File: config.mk
export PLATFORM = sky130hd
export DESIGN_NAME = mwsr_div_pipe
export DESIGN_NICKNAME = d
export VERILOG_FILES = /design/src/mwsr_pkg.sv /design/src/mwsr_div_pipe.sv
export SDC_FILE = /design/constraint.sdc
export NUM_CORES = 2
export LEC_CHECK = 0
export BUFFER_PORTS_ARGS = -buffer_cell sky130_fd_sc_hd__buf_2
export CAP_MARGIN = 20
export CORE_MARGIN = 2
export CORE_UTILIZATION = 57
export DETAILED_ROUTE_END_ITERATION = 10
export PLACE_DENSITY = 0.72
export SETUP_SLACK_MARGIN = 0.15
export SLEW_MARGIN = 15
export SYNTH_ARGS = -nofsm -noshare
export SYNTH_HDL_FRONTEND = slang
export SYNTH_SLANG_ARGS = --single-unit
File: constraint.sdc
create_clock -name clk -period 6.8 [get_ports clk]
set_clock_uncertainty 0.05 [all_clocks]
set_input_delay 0.34 -clock clk [delete_from_list [all_inputs] [get_ports clk]]
set_output_delay 0.34 -clock clk [all_outputs]
set_load 0.005 [all_outputs]
File: src/mwsr_pkg.sv
// ----------------------------------------------------------------------------
// mwsr_pkg
// Types and constants shared by the mecanum wheel speed resolver.
// ----------------------------------------------------------------------------
`default_nettype none

package mwsr_pkg;

	localparam int DEG_NUM  = 573;  // 57.3 deg/rad, times ten
	localparam int VEL_W    = 20;
	localparam int CLP_W    = 17;   // clamped velocity, signed
	localparam int ARM_W    = 15;   // rotation arm, signed
	localparam int LIN_W    = 28;
	localparam int ROT_W    = 32;
	localparam int SUM_W    = 35;   // wheel sum, signed
	localparam int MAG_W    = 34;
	localparam int QUO_W    = 19;   // quotient never exceeds 16*wheel_limit
	localparam int DEN_W    = MAG_W;
	localparam int REM_W    = DEN_W + QUO_W;
	localparam int CFG_W    = 24;

	localparam logic [15:0] VX_LIMIT_RST    = 16'd50000;
	localparam logic [15:0] VY_LIMIT_RST    = 16'd50000;
	localparam logic [15:0] VW_LIMIT_RST    = 16'd50000;
	localparam logic [14:0] WHEEL_LIMIT_RST = 15'd8000;
	localparam logic [23:0] RPM_RATIO_RST   = 24'd110838;
	localparam logic [11:0] HALF_SPAN_RST   = 12'd300;

	typedef enum logic [2:0] {
		REG_VX_LIMIT    = 3'd0,
		REG_VY_LIMIT    = 3'd1,
		REG_VW_LIMIT    = 3'd2,
		REG_WHEEL_LIMIT = 3'd3,
		REG_RPM_RATIO   = 3'd4,
		REG_HALF_SPAN   = 3'd5,
		REG_X_OFFSET    = 3'd6,
		REG_Y_OFFSET    = 3'd7
	} cfg_idx_t;

	typedef struct packed {
		logic signed [VEL_W-1:0] vel_x;
		logic signed [VEL_W-1:0] vel_y;
		logic signed [VEL_W-1:0] vel_rot;
	} in_word_t;

	typedef struct packed {
		logic signed [19:0] wheel_front_right;
		logic signed [19:0] wheel_front_left;
		logic signed [19:0] wheel_back_left;
		logic signed [19:0] wheel_back_right;
		logic               was_scaled;
	} out_word_t;

endpackage

`default_nettype wire

File: src/mwsr_div_pipe.sv
// ----------------------------------------------------------------------------
// mwsr_div_pipe
// Pipelined restoring divider, one quotient bit per stage. Requires
// num < den * 2**QUO_W.
// ----------------------------------------------------------------------------
`default_nettype none

module mwsr_div_pipe #(
	parameter int DEN_W = mwsr_pkg::DEN_W,
	parameter int QUO_W = mwsr_pkg::QUO_W
) (
	input  wire logic                   clk,
	input  wire logic                   en,
	input  wire logic [DEN_W+QUO_W-1:0] num,
	input  wire logic [DEN_W-1:0]       den,
	output logic      [QUO_W-1:0]       quo
);

	localparam int R_W = DEN_W + QUO_W;

	logic [R_W-1:0]   rem_s [QUO_W];
	logic [DEN_W-1:0] den_s [QUO_W];
	logic [QUO_W-1:0] quo_s [QUO_W];

	for (genvar k = 0; k < QUO_W; k++) begin : g_step
		localparam int B = QUO_W - 1 - k;
		logic [R_W-1:0]   rem_in;
		logic [DEN_W-1:0] den_in;
		logic [QUO_W-1:0] quo_in;
		logic [R_W-1:0]   shifted;
		logic             ge;

		if (k == 0) begin : g_first
			assign rem_in = num;
			assign den_in = den;
			assign quo_in = '0;
		end else begin : g_next
			assign rem_in = rem_s[k-1];
			assign den_in = den_s[k-1];
			assign quo_in = quo_s[k-1];
		end

		assign shifted = R_W'(den_in) << B;
		assign ge      = rem_in >= shifted;

		always_ff @(posedge clk) begin
			if (en) begin
				rem_s[k] <= ge ? rem_in - shifted : rem_in;
				den_s[k] <= den_in;
				quo_s[k] <= quo_in | (QUO_W'(ge) << B);
			end
		end
	end

	assign quo = quo_s[QUO_W-1];

endmodule

`default_nettype wire

# After elaboration in Yosys (flattened, before gate mapping)

Memory sizes are Yosys's and may differ from the RTL's.
Cells that the tools add are included.

Output and inout port bits: 19
Input port bits: 89
Bits in writable memories: 2014
Memories kept: 3
Register bits after elaboration: 0
Logic and storage cells: 80

Memories:

| memory | depth | bits a word | read ports | clocked after memory_dff | wr ports | RTL line            | RTL |
|---|---|---|---|---|---|---|---|
| rem_s  | 19    | 53          | 18         | 0                        | 19       | mwsr_div_pipe.sv:21 | `logic [R_W-1:0] rem_s [QUO_W];` |
| den_s  | 19    | 34          | 18         | 0                        | 19       | mwsr_div_pipe.sv:22 | `logic [DEN_W-1:0] den_s [QUO_W];` |
| quo_s  | 19    | 19          | 19         | 0                        | 19       | mwsr_div_pipe.sv:23 | `logic [QUO_W-1:0] quo_s [QUO_W];` |

$add $sub $neg: 19
Order comparisons: 19
Multiplexer cells: 21
Bitwise gates (word level): 18

Operators by type and width:

| operator                                     | number |
|---|---|
| 2-to-1 mux 53 bit                            | 19 |
| greater-or-equal comparator 53 x 34 -> 1 bit | 1 |
| greater-or-equal comparator 53 x 35 -> 1 bit | 1 |
| greater-or-equal comparator 53 x 36 -> 1 bit | 1 |
| greater-or-equal comparator 53 x 37 -> 1 bit | 1 |
| greater-or-equal comparator 53 x 38 -> 1 bit | 1 |
| greater-or-equal comparator 53 x 39 -> 1 bit | 1 |
| greater-or-equal comparator 53 x 40 -> 1 bit | 1 |
| greater-or-equal comparator 53 x 41 -> 1 bit | 1 |
| greater-or-equal comparator 53 x 42 -> 1 bit | 1 |
| greater-or-equal comparator 53 x 43 -> 1 bit | 1 |
| greater-or-equal comparator 53 x 44 -> 1 bit | 1 |
| greater-or-equal comparator 53 x 45 -> 1 bit | 1 |
| greater-or-equal comparator 53 x 46 -> 1 bit | 1 |
| greater-or-equal comparator 53 x 47 -> 1 bit | 1 |
| greater-or-equal comparator 53 x 48 -> 1 bit | 1 |
| greater-or-equal comparator 53 x 49 -> 1 bit | 1 |
| greater-or-equal comparator 53 x 50 -> 1 bit | 1 |
| greater-or-equal comparator 53 x 51 -> 1 bit | 1 |
| greater-or-equal comparator 53 x 52 -> 1 bit | 1 |
| subtractor 53 x 34 -> 53 bit                 | 1 |
| subtractor 53 x 35 -> 53 bit                 | 1 |
| subtractor 53 x 36 -> 53 bit                 | 1 |
| subtractor 53 x 37 -> 53 bit                 | 1 |
| 34 further kinds                             | 35 |

# Logic depth before layout (Yosys ltp)

An unclocked memory read counts as a cell.

Depth in word-level cells: 3
Depth in mapped cells: 15
Gate-level depth less buffers: 14

# Worst setup path after synthesis

No wires, ideal clock.

Kind: register to register
From: memory rem_s[4][13] (netlist bit)
To: memory rem_s[5][20] (netlist bit) (data pin)
Data arrival time: 3.320 ns
Path slack: 3.170 ns
Cell stages (with the launch flop): 15
Library setup time: 0.260 ns
Data required time: 6.490 ns
Clock period less this slack: 3.630 ns
Buffers on the path: 1
Cell sequence: edfxtp_1 -> inv_1 -> ha_1 -> inv_1 -> fa_1 -> a21oi_1 -> o22ai_1 -> o41a_1 -> a221o_1 -> a31oi_1 -> a21oi_1 -> o211ai_1 -> o31ai_2 -> clkbuf_1 -> mux2_2

RTL lines:

| item        | RTL line |
|---|---|
| from (decl) | mwsr_div_pipe.sv:21 |

==> impl_metrics.py <==
metrics = {
    "run_status": {
        "status": "completed",
    },
    "die": {
        "die_h_um": 422,
        "die_area_um2": 178000,
        "initial_core_util_pct": 57.3,
        "core.rowCount": 153,
        "die_w_um": 422,
        "coreArea_um2": 174000,
        "io_pins": 108,
    },
    "synth": {
        "synth_compound_area_share_pct": 15.1,
        "avgSynthCellArea_um2": 10.9,
        "yosys.area_share.xor_xnor_pct": 6.09,
        "ys_warn_count": 0,
        "synthAdderAreaFrac_pct": 8.47,
        "ys_types": 92,
        "ys_top_cells_by_area": "edfxtp_1 53%, ha_1 8.1%, a21oi_1 4.1%",
        "syn_inst": 9167,
        "synth-simple-area-share_pct": 11.9,
        "synthFlopType": "edfxtp_1",
        "async_flop_share_pct": 0,
        "synth_edf_count": 1756,
        "synth_top_area_share_pct": 52.9,
        "ys_seq_area_share_pct": 52.9,
        "ys_seq_elements": 1756,
        "synth_top_cell_by_area": "edfxtp_1",
        "synth_top_family_by_area": "compound AO/OA/AOI/OAI gates",
        "synthesis.area_um2": 99600,
        "syn-num-nets": 9920,
        "muxShareOfSynthArea_pct": 1.41,
    },
    "grt": {
        "grt_max_degree": 208,
        "grt_first_pass_wirelength_um": 406000,
        "grt.busiest_layer": "met2",
        "antenna_found_initial": 8,
        "use_met2_pct": 50.4,
        "groute.usage.overall_pct": 29.2,
        "grt_pass1_vias": 69851,
        "grt-ovfl-total": 0,
        "grt.met1_usage_pct": 36.6,
        "gr-usage-met3_pct": 4.06,
    },
    "place": {
        "dp_hpwl_um": 203000,
        "port_buffers": 107,
        "place.gp.congestion": 0.994,
    },
    "clocking": {
        "cts.clk_slew.worst_paths_ns": 0.06,
        "root_buffer": "clkbuf_16",
        "clk_latency_ns": 0.85,
        "cts.htree.levels": 4,
        "cts_buffers": 189,
        "clock_path_buffers": 3,
        "cts_tree": "done",
        "clock_sinks": 1756,
    },
    "sta": {
        "post-route-min-period_ns": 4.68,
        "tightest_slew_ns": 1.23,
        "hold_violations": 0,
        "rsz0062_at_grt": "false",
        "setup_viol": 0,
        "fmax_mhz": 214,
        "max_slew_margin_pct": 17.2,
        "tns_ns": 0,
        "fin_crit_sh_pct": 68.8,
        "report.final.slew_viol_count": 0,
    },
    "routing": {
        "drc_errors": 0,
        "wl_per_cell_um": 22.4,
        "drtIter0Drc": 6800,
        "vias": 71756,
        "postRouteAntennaNets": 0,
        "finalWirelength_um": 264000,
        "first_pass_iters": 7,
        "vias_per_cell": 6.08,
    },
    "power_and_ir_drop": {
        "power_density_nw_per_um2": 438,
        "total_power_mw": 48.1,
        "leakagePower_nw": 43.4,
        "vdd_ir_drop_max_mv": 0.301,
    },
    "worst_setup_path": {
        "worstSetupStartpointType": "register",
        "crit_chain": "ha_1, a2111oi_0, a211o_1, a211oi_1, o21ai_0, nand2_1, a311oi_4, buf_4, inv_1, mux2_2",
        "critPathBufInv": 2,
        "worstSetupPathType": "reg -> reg",
        "path_max_fanout": 45,
        "crit_path_max_incr_delay_ns": 0.83,
        "critPathArrivalTime_ns": 5.20,
        "slowest_stage": "a311oi_4",
        "cp-end-kind": "register",
        "crit_required_ns": 7.33,
        "crit_family": "compound AO/OA/AOI/OAI gates",
    },
    "final_layout": {
        "finalNetCount": 10069,
        "drive_gt1_share_pct": 6.99,
        "area_growth_pct": 10.4,
    },
    "min_path": {
        "hp-class": "in -> reg",
    },
    "run": {
        "cap_violations": 0,
    },
}
## placed cells by master (no fill, tap or decap), types with 88 or more instances in the layout
master and count:
edfxtp_1 1756, a21oi_1 806, inv_1 792, nand2_1 691, ha_1 646, nor2_1 610
o21ai_0 582, xnor2_1 404, a21o_1 357, xor2_1 289, clkbuf_16 191, nand4_1 167
nand3_1 164, nor3_1 148, mux2_2 118, buf_2 107, nand2b_1 98, nor2b_1 97
dlygate4sd3_1 88
## flip-flops by register name, indices dropped and copies added, names as in the netlist
register,cells
den_s,612
quo_s,190
rem_s,954
## Yosys cell counts, types with 86 or more instances
cell,count
a21o_1,357
a21oi_1,807
and3_1,86
clkbuf_1,248
edfxtp_1,1756
ha_1,646
inv_1,792
mux2_2,118
nand2_1,691
nand2b_1,98
nand3_1,164
nand4_1,167
nor2_1,610
nor2b_1,97
nor3_1,148
nor4_1,91
o21ai_0,582
o21bai_1,86
xnor2_1,404
xor2_1,289
## layout make-up
type | instances | area [um2]
clock buffers | 211 | 4850
clock inverters | 137 | 1630
fillers | 13886 | 63800
flip-flops and latches | 1756 | 52700
repair buffers | 245 | 1920
inverters | 795 | 2980
multi-input cells | 6329 | 43000
diodes | 4 | 10.0
well taps | 2325 | 2910
## through the flow
| stage | cell area, um2 | cells | hold slack [ns] | setup slack, ns | util [%] |
|---|---|---|---|---|---|
| after floorplan | 99600 | 9167 | 0.350 | 3.17 | - |
| after global routing | 110000 | 11801 | 0.167 | 1.92 | 63.3 |
| after detailed placement | 103000 | 11362 | 0.355 | 2.20 | 59.1 |
| after CTS | 110000 | 11798 | 0.137 | 2.26 | 63.3 |
| final | 110000 | 11802 | 0.202 | 2.12 | 63.3 |
| after global placement | 103000 | 11360 | 0.351 | 2.15 | 59.0 |
## final timing paths
kind	slack (ns)	cells after the start	to	start
setup / recovery	2.12	10	rem_s[2][24]$_DFFE_PP_	rem_s[1][22]$_DFFE_PP_
hold / removal	0.20	2	den_s[0][33]$_DFFE_PP_	den[33]
setup reg to reg	2.12	10	rem_s[2][24]$_DFFE_PP_	rem_s[1][22]$_DFFE_PP_
hold reg to reg	0.36	0	quo_s[13][18]$_DFFE_PP_	quo_s[12][18]$_DFFE_PP_
## power breakdown
| group | leakage (nW) | switching, mW | internal (mW) |
|---|---|---|---|
| clock | 3.10 | 4.48 | 6.12 |
| sequential | 17.0 | 2.01 | 15.6 |
| combinational | 23.3 | 11.7 | 8.22 |
| total | 43.4 | 18.2 | 29.9 |
## logic make-up (layout without fill, tap and decap cells)
logic type	count (synthesis)	in the layout
AND/OR/NAND/NOR	2422	2422
flip-flops	1756	1756
other	0	4
buffers and inverters	1082	1388
multiplexers	126	126
AO/OA/AOI/OAI	2424	2424
adder cells (fa/ha/maj)	664	664
XOR/XNOR	693	693
## per-layer routing
layer / vias to the layer above / part of all wire (%)
met4: 8 / 4.7
met2: 2445 / 49
li1: 34105 / -
met1: 34594 / 40
met5: - / 0.015
met3: 604 / 5.7
## what timing repair did
item,CTS,global route
buffers inserted,0,0
hold buffers,88,0
gates resized for setup,0,0
endpoints found under the setup margin,0,0
hold endpoints to repair,179,0
No activity file was read; power rests on OpenSTA's default activity.
